[config.mk]
export PLATFORM = sky130hd
export DESIGN_NAME = skbt_ctrl
export DESIGN_NICKNAME = d
export VERILOG_FILES = /design/src/hw/rtl/skbt_pkg.sv /design/src/hw/rtl/skbt_ctrl.sv
export VERILOG_INCLUDE_DIRS = /design/src /design/src/hw/rtl
export SDC_FILE = /design/constraint.sdc
export NUM_CORES = 1
export LEC_CHECK = 0
export BUFFER_PORTS_ARGS = -buffer_cell sky130_fd_sc_hd__buf_2
export CAP_MARGIN = 25
export CORE_MARGIN = 5
export CORE_UTILIZATION = 48
export DETAILED_ROUTE_END_ITERATION = 16
export PLACE_DENSITY_LB_ADDON = 0.1
export SYNTH_ARGS = -nofsm -noshare
export SYNTH_HDL_FRONTEND = slang
export SYNTH_SLANG_ARGS = --single-unit
[constraint.sdc]
create_clock -name clock -period 4.5 [get_ports clock]
set_input_delay 0.225 -clock clock [delete_from_list [all_inputs] [get_ports clock]]
set_output_delay 0.225 -clock clock [all_outputs]
set_load 0.03 [all_outputs]
[src/hw/rtl/sorted_key_binding_table_top_macros.svh]
// Assertion macros shared by the table modules
`ifndef SORTED_KEY_BINDING_TABLE_TOP_MACROS_SVH
`define SORTED_KEY_BINDING_TABLE_TOP_MACROS_SVH

// Implication checked on every clock edge outside reset
`define SKB_ASSERT_IMP(label, clk, rst, ante, cons) \
   label: assert property (@(posedge clk) disable iff (rst) (ante) |-> (cons)) \
      else $error("assertion failed");

// Next-cycle implication checked outside reset
`define SKB_ASSERT_NEXT(label, clk, rst, ante, cons) \
   label: assert property (@(posedge clk) disable iff (rst) (ante) |=> (cons)) \
      else $error("assertion failed");

`endif

[src/hw/rtl/skbt_pkg.sv]
`timescale 1ns / 1ps
package skbt_pkg;

   localparam int TableDepth = 256;
   localparam int KeyW = 16;
   localparam int IdxW = 16;
   localparam int ArgW = 32;
   localparam int EntryW = KeyW + IdxW + ArgW;
   localparam int CsrIdxW = 2;

   typedef enum logic [1:0] {
      REQ_LOOKUP = 2'd0,
      REQ_INSERT = 2'd1,
      REQ_DELETE = 2'd2,
      REQ_NONE   = 2'd3
   } req_kind_type;

   typedef enum logic [1:0] {
      ST_OK       = 2'd0,
      ST_NOTFOUND = 2'd1,
      ST_FULL     = 2'd2
   } status_type;

   typedef enum logic [1:0] {
      CSR_FALLBACK = 2'd0,
      CSR_ALT_MASK = 2'd1,
      CSR_PFX_MASK = 2'd2,
      CSR_PFX1     = 2'd3
   } csr_index_type;

   typedef enum logic [3:0] {
      S_IDLE,
      S_SEARCH_RD,
      S_SEARCH_CMP,
      S_HIT_RD,
      S_HIT_WAIT,
      S_INS_RD,
      S_INS_CMP,
      S_DEL_RD,
      S_DEL_CMP,
      S_DEL_MOVE_RD,
      S_DEL_MOVE_WR,
      S_RESP
   } state_type;

   // controller -> datapath
   typedef struct packed {
      logic load_req;
      logic search_init;
      logic search_retry;
      logic search_step;
      logic rd_pos;
      logic rd_prev;
      logic rd_next;
      logic ins_shift;
      logic ins_write;
      logic del_write;
      logic dec_pos;
      logic inc_pos;
      logic cnt_inc;
      logic cnt_dec;
      logic set_hit;
      logic set_full;
      logic set_ok;
   } cmd_type;

   // datapath -> controller
   typedef struct packed {
      logic search_active;
      logic search_hit;
      logic retry_ok;
      logic full;
      logic ins_at_front;
      logic ins_move;
      logic del_end;
      logic del_match;
      logic move_end;
   } sts_type;

endpackage

[src/hw/rtl/skbt_ctrl.sv]
`timescale 1ns / 1ps
`include "sorted_key_binding_table_top_macros.svh"
module skbt_ctrl (
   input  logic                clock,
   input  logic                reset,
   input  logic                req_valid,
   output logic                req_ready,
   input  logic [1:0]          req_type,
   output logic                rsp_valid,
   input  logic                rsp_ready,
   output skbt_pkg::cmd_type   cmd,
   input  skbt_pkg::sts_type   sts
);
   skbt_pkg::state_type state_ff, state_in;
   logic [1:0] kind_ff;
   logic retried_ff, retried_in;

   always_ff @(posedge clock) begin
      if (reset) begin
         state_ff <= skbt_pkg::S_IDLE;
         retried_ff <= 1'b0;
         kind_ff <= skbt_pkg::REQ_NONE;
      end else begin
         state_ff <= state_in;
         retried_ff <= retried_in;
         if (req_valid && req_ready) begin
            kind_ff <= req_type;
         end
      end
   end

   always_comb begin
      state_in = state_ff;
      retried_in = retried_ff;
      unique case (state_ff)
         skbt_pkg::S_IDLE: begin
            retried_in = 1'b0;
            if (req_valid) begin
               unique case (req_type)
                  skbt_pkg::REQ_LOOKUP: state_in = skbt_pkg::S_SEARCH_RD;
                  skbt_pkg::REQ_INSERT: state_in = skbt_pkg::S_INS_RD;
                  skbt_pkg::REQ_DELETE: state_in = skbt_pkg::S_DEL_RD;
                  default:              state_in = skbt_pkg::S_RESP;
               endcase
            end
         end
         skbt_pkg::S_SEARCH_RD: begin
            if (sts.search_active) begin
               state_in = skbt_pkg::S_SEARCH_CMP;
            end else if (!retried_ff && sts.retry_ok) begin
               retried_in = 1'b1;
            end else begin
               state_in = skbt_pkg::S_RESP;
            end
         end
         skbt_pkg::S_SEARCH_CMP: begin
            if (sts.search_hit) begin
               state_in = skbt_pkg::S_RESP;
            end else begin
               state_in = skbt_pkg::S_SEARCH_RD;
            end
         end
         skbt_pkg::S_INS_RD: begin
            if (sts.full) begin
               state_in = skbt_pkg::S_RESP;
            end else if (sts.ins_at_front) begin
               state_in = skbt_pkg::S_HIT_WAIT;
            end else begin
               state_in = skbt_pkg::S_INS_CMP;
            end
         end
         skbt_pkg::S_INS_CMP: begin
            if (sts.ins_move) begin
               state_in = skbt_pkg::S_INS_RD;
            end else begin
               state_in = skbt_pkg::S_HIT_WAIT;
            end
         end
         skbt_pkg::S_HIT_WAIT: state_in = skbt_pkg::S_RESP;
         skbt_pkg::S_DEL_RD: begin
            if (sts.del_end) begin
               state_in = skbt_pkg::S_RESP;
            end else begin
               state_in = skbt_pkg::S_DEL_CMP;
            end
         end
         skbt_pkg::S_DEL_CMP: begin
            if (sts.del_match) begin
               state_in = skbt_pkg::S_DEL_MOVE_RD;
            end else begin
               state_in = skbt_pkg::S_DEL_RD;
            end
         end
         skbt_pkg::S_DEL_MOVE_RD: begin
            if (sts.move_end) begin
               state_in = skbt_pkg::S_RESP;
            end else begin
               state_in = skbt_pkg::S_DEL_MOVE_WR;
            end
         end
         skbt_pkg::S_DEL_MOVE_WR: state_in = skbt_pkg::S_DEL_MOVE_RD;
         skbt_pkg::S_HIT_RD: state_in = skbt_pkg::S_RESP;
         skbt_pkg::S_RESP: begin
            if (rsp_ready) begin
               state_in = skbt_pkg::S_IDLE;
            end
         end
         default: state_in = skbt_pkg::S_IDLE;
      endcase
   end

   always_comb begin
      cmd = '0;
      req_ready = 1'b0;
      rsp_valid = 1'b0;
      unique case (state_ff)
         skbt_pkg::S_IDLE: begin
            req_ready = 1'b1;
            if (req_valid) begin
               cmd.load_req = 1'b1;
               cmd.search_init = (req_type != skbt_pkg::REQ_INSERT);
            end
         end
         skbt_pkg::S_SEARCH_RD: begin
            if (!sts.search_active && !retried_ff && sts.retry_ok) begin
               cmd.search_retry = 1'b1;
            end
         end
         skbt_pkg::S_SEARCH_CMP: begin
            if (sts.search_hit) begin
               cmd.set_hit = 1'b1;
            end else begin
               cmd.search_step = 1'b1;
            end
         end
         skbt_pkg::S_INS_RD: begin
            cmd.rd_prev = 1'b1;
            if (sts.full) begin
               cmd.set_full = 1'b1;
            end else if (sts.ins_at_front) begin
               cmd.ins_write = 1'b1;
               cmd.cnt_inc = 1'b1;
               cmd.set_ok = 1'b1;
            end
         end
         skbt_pkg::S_INS_CMP: begin
            if (sts.ins_move) begin
               cmd.ins_shift = 1'b1;
               cmd.dec_pos = 1'b1;
            end else begin
               cmd.ins_write = 1'b1;
               cmd.cnt_inc = 1'b1;
               cmd.set_ok = 1'b1;
            end
         end
         skbt_pkg::S_DEL_RD: cmd.rd_pos = 1'b1;
         skbt_pkg::S_DEL_CMP: begin
            if (!sts.del_match) begin
               cmd.inc_pos = 1'b1;
            end else begin
               cmd.rd_next = 1'b1;
            end
         end
         skbt_pkg::S_DEL_MOVE_RD: begin
            cmd.rd_next = 1'b1;
            if (sts.move_end) begin
               cmd.cnt_dec = 1'b1;
               cmd.set_ok = 1'b1;
            end
         end
         skbt_pkg::S_DEL_MOVE_WR: begin
            cmd.del_write = 1'b1;
            cmd.inc_pos = 1'b1;
         end
         skbt_pkg::S_RESP: rsp_valid = 1'b1;
         default: ;
      endcase
   end

   `SKB_ASSERT_IMP(a_one_side, clock, reset, 1'b1, !(req_ready && rsp_valid))
   `SKB_ASSERT_IMP(a_wr_excl, clock, reset, cmd.ins_write, !cmd.ins_shift && !cmd.del_write)
   `SKB_ASSERT_NEXT(a_retry_once, clock, reset, cmd.search_retry, retried_ff)
   `SKB_ASSERT_IMP(a_kind_hold, clock, reset,
      state_ff == skbt_pkg::S_INS_CMP, kind_ff == skbt_pkg::REQ_INSERT)
endmodule

==> run_summary.xml <==
<?xml version="1.0" encoding="UTF-8"?>
<metrics>
  <group name="synth">
    <metric name="synth.distinct_cells" unit="">37</metric>
    <metric name="number_of_synthesized_register_bits" unit="">5</metric>
    <metric name="synth.top_cells.by_area" unit="">dfxtp_1 14%, nor2_1 8.1%, ha_1 5.4%</metric>
    <metric name="yosys_warnings" unit="">0</metric>
    <metric name="avgSynthCellArea" unit="um^2">7.26</metric>
    <metric name="post_synth_instance_area" unit="um^2">697</metric>
    <metric name="syn_inst" unit="">96</metric>
    <metric name="synthDominantAreaCellType" unit="">dfxtp_1</metric>
    <metric name="proportion_of_synthesized_chip_area_in_sequential_cells" unit="">0.144</metric>
    <metric name="synth_top_cell_area_share" unit="">0.144</metric>
    <metric name="synthesis.nets" unit="">114</metric>
  </group>
  <group name="sta">
    <metric name="final.setup_skew" unit="ns">0.00293</metric>
    <metric name="fin_crit_sh" unit="">0.466</metric>
    <metric name="timing_worst_slew_pin_value" unit="ns">0.560</metric>
    <metric name="report.final.setup_viol" unit="">0</metric>
    <metric name="rsz_0062_raised_after_global_routing" unit="">no</metric>
    <metric name="max_clock_freq" unit="GHz">0.476</metric>
    <metric name="number_of_hold_violations_in_the_final_report" unit="">0</metric>
    <metric name="slew_viol_final" unit="">0</metric>
    <metric name="slew_headroom" unit="">0.626</metric>
    <metric name="min_period" unit="ns">2.10</metric>
    <metric name="final.hold.worst_slack" unit="ns">0.220</metric>
    <metric name="final.setup.tns" unit="ns">0</metric>
  </group>
  <group name="worst_setup_path">
    <metric name="critical_path_arrival" unit="ns">1.87</metric>
    <metric name="crit-reg2reg-launch" unit="">state_ff[1]$_SDFFE_PP0P_</metric>
    <metric name="critical-path-max-stage-delay" unit="ns">0.67</metric>
    <metric name="worstSetupEndpointType" unit="">primary output</metric>
    <metric name="critical_path_peak_fanout" unit="">18</metric>
    <metric name="worst_setup_path_start_kind" unit="">flip-flop</metric>
    <metric name="critical-path-top-delay-family" unit="">simple AND/OR/NAND/NOR gates</metric>
    <metric name="setup.worst_path.class" unit="">reg -&gt; out</metric>
    <metric name="path_cells" unit="">nand2b_1 -&gt; nor4b_1 -&gt; buf_2</metric>
    <metric name="worst_ep_required_time" unit="ns">4.28</metric>
    <metric name="crit_slowest_cell" unit="">dfxtp_1</metric>
    <metric name="crit_path_start" unit="">state_ff[1]$_SDFFE_PP0P_</metric>
    <metric name="cp.buffers_inverters" unit="">1</metric>
  </group>
  <group name="clock_tree">
    <metric name="cts_sinks" unit="">5</metric>
    <metric name="clock_root_buffer_master" unit="">clkbuf_4</metric>
    <metric name="cts-root-to-sink-buffers" unit="">2</metric>
    <metric name="cts_setup_buffers" unit="">0</metric>
    <metric name="tritoncts" unit="">built</metric>
    <metric name="postCtsHoldBufs" unit="">0</metric>
    <metric name="clock_tree.htree_level_count" unit="">1</metric>
    <metric name="clkTransAtPathRegs" unit="ns">0.05</metric>
    <metric name="ctsResizeCount" unit="">0</metric>
    <metric name="cts_made_buffers" unit="">3</metric>
    <metric name="clock_latency" unit="ns">0.24</metric>
  </group>
  <group name="power_and_ir_drop">
    <metric name="cellLeakagePower" unit="uW">0.000403</metric>
    <metric name="worst_supply_voltage_drop_on_vdd" unit="mV">0.272</metric>
    <metric name="p_per_area" unit="nW/um^2">629</metric>
  </group>
  <group name="global_routing">
    <metric name="groute.usage.overall" unit="">0.180</metric>
    <metric name="overflow" unit="">0</metric>
    <metric name="grt_pass1_wl" unit="mm">2.97</metric>
    <metric name="grt_pass1_vias" unit="">703</metric>
    <metric name="number_of_antenna_violations_at_the_first_check_in_global_routing" unit="">0</metric>
    <metric name="grt_start_max_net_pins" unit="">19</metric>
  </group>
  <group name="outcome">
    <metric name="status" unit="">completed</metric>
  </group>
  <group name="routing">
    <metric name="top_layer" unit="">met4</metric>
    <metric name="route.met3.wl" unit="um">184</metric>
    <metric name="via_per_inst" unit="">5.79</metric>
    <metric name="drt-pass1-iter-count" unit="">4</metric>
    <metric name="wl_per_cell" unit="um">13.6</metric>
    <metric name="postRouteAntennaNets" unit="">0</metric>
    <metric name="drc_errors" unit="">0</metric>
    <metric name="route.layer.met1.wl" unit="um">793</metric>
    <metric name="drt_first_iter_violations" unit="">22</metric>
    <metric name="wirelength" unit="mm">1.89</metric>
    <metric name="met2_wire_length" unit="um">885</metric>
    <metric name="vias" unit="">805</metric>
  </group>
  <group name="layout">
    <metric name="layout-drive-gt1-share" unit="">0.371</metric>
    <metric name="final_net_count" unit="">143</metric>
    <metric name="num_antenna_cells" unit="">0</metric>
    <metric name="flow.area_growth_from_synthesis" unit="%">20.8</metric>
    <metric name="design_area" unit="um^2">842</metric>
    <metric name="layout.cells.non_filler" unit="">139</metric>
    <metric name="n_fill_cell" unit="">141</metric>
  </group>
  <group name="worst_hold_path">
    <metric name="launch_point_of_the_worst_hold_path" unit="">reset</metric>
    <metric name="hold_path.class" unit="">in -&gt; reg</metric>
  </group>
  <group name="placed_design">
    <metric name="portBuffers" unit="">33</metric>
    <metric name="place_area" unit="um^2">816</metric>
    <metric name="dp.cells" unit="">135</metric>
    <metric name="post_dp_hpwl" unit="mm">1.52</metric>
    <metric name="globalplace.congestion" unit="">0.819</metric>
  </group>
  <group name="floorplanning">
    <metric name="height_of_the_die" unit="um">48.1</metric>
    <metric name="area_of_the_die" unit="um^2">2310</metric>
    <metric name="fp.coreArea" unit="um^2">1330</metric>
    <metric name="placementRows" unit="">13</metric>
    <metric name="die_width" unit="um">48.1</metric>
    <metric name="floorplan.initialDensity" unit="">0.523</metric>
    <metric name="num_io_pins" unit="">34</metric>
  </group>
  <group name="job">
    <metric name="drv.max_cap_violation_count" unit="">0</metric>
  </group>
</metrics>
-- cell usage in the layout (no fill, tap or decap), types with 2 or more instances in the layout --
master | synthesis | routed
a21oi_1 | 6 | 6
a221oi_1 | 2 | 2
and3_1 | 2 | 2
buf_2 | 4 | 33
clkbuf_4 | 0 | 3
dfxtp_1 | 5 | 5
ha_1 | 3 | 3
inv_1 | 6 | 6
mux2_2 | 2 | 2
nand2_1 | 7 | 7
nand2b_1 | 5 | 5
nor2_1 | 15 | 15
nor2b_1 | 4 | 4
nor3_1 | 4 | 4
nor4_1 | 2 | 2
o21ai_0 | 2 | 2
o22ai_1 | 3 | 3
-- state kept, by name, summed over array words and instances (netlist names) --
register and flops:
state_ff 4, retried_ff 1
-- worst reg2reg max path, delay by kind of cell, from the launching register on --
kind             cells  cell delay, ns
flip-flops           1            0.67
AO/OA/AOI/OAI        2            0.33
AND/OR/NAND/NOR      2            0.70
-- stage by stage --
stage | worst slack, ns | total power (uW) | utilization
floorplan | 2.23 | 417 | -
global placement | 2.68 | 473 | 0.612
detailed placement | 2.66 | 478 | 0.612
CTS | 2.39 | 531 | 0.631
global route | 2.24 | 571 | 0.631
finish | 2.40 | 529 | 0.631
-- power breakdown --
| part | switching, uW | internal, uW | total [uW] |
|---|---|---|---|
| registers | 59.0 | 61.1 | 120 |
| clock network | 17.9 | 33.5 | 51.4 |
| logic | 215 | 142 | 358 |
| total | 292 | 237 | 529 |
-- worst paths after layout --
kind	cells after the start	endpoint	slack, ns
setup / recovery	3	cmd[2]	2.40
hold / removal	2	state_ff[0]$_SDFFE_PP0P_	0.22
setup reg to reg	4	state_ff[1]$_SDFFE_PP0P_	2.72
hold reg to reg	2	retried_ff$_SDFFE_PP0P_	0.56
-- synth_stat cells --
master and instances:
buf_4 3, nor4_4 1, nand2b_2 1, nor4bb_1 1, o21ai_0 2, a221oi_2 1, nor4b_1 1, or3b_4 1
mux2i_1 1, o31ai_1 1, dfxtp_1 5, buf_2 4, nor3_1 4, nor4_1 2, or4_4 1, o2bb2ai_1 1
and3_1 2, nand2_1 7, a2bb2oi_1 1, nand2b_1 5, o22ai_1 3, a221oi_1 2, nor2_1 15, nand3_1 1
or3_1 1, o22a_1 1, a311oi_2 1, and2_1 1, a211oi_1 1, inv_1 6, mux2_2 2, and2b_2 1
nor3_2 1, ha_1 3, a21oi_1 6, buf_6 2, nor2b_1 4
-- logic make-up after synthesis --
logic type,share of synthesized area
flip-flops,0.144
buffers and inverters,0.126
AND/OR/NAND/NOR,0.418
adder cells (fa/ha/maj),0.0539
multiplexers,0.0467
AO/OA/AOI/OAI,0.212
-- metal layers --
layer / track usage / vias to the layer above
li1: - / 401
met1: 0.226 / 358
met2: 0.309 / 42
met3: 0.0517 / 4
met4: 0.0269 / 0
met5: 0 / -
-- layout make-up --
class | count | area, um^2 | share of cell area
Clock buffer | 4 | 26.3 | 0.0312
Multi-Input combinational cell | 76 | 509 | 0.605
Timing Repair Buffer | 33 | 165 | 0.196
Tap cell | 15 | 18.8 | 0.0223
Inverter | 6 | 22.5 | 0.0267
Sequential cell | 5 | 100 | 0.119
No activity file was read; power rests on OpenSTA's default activity.
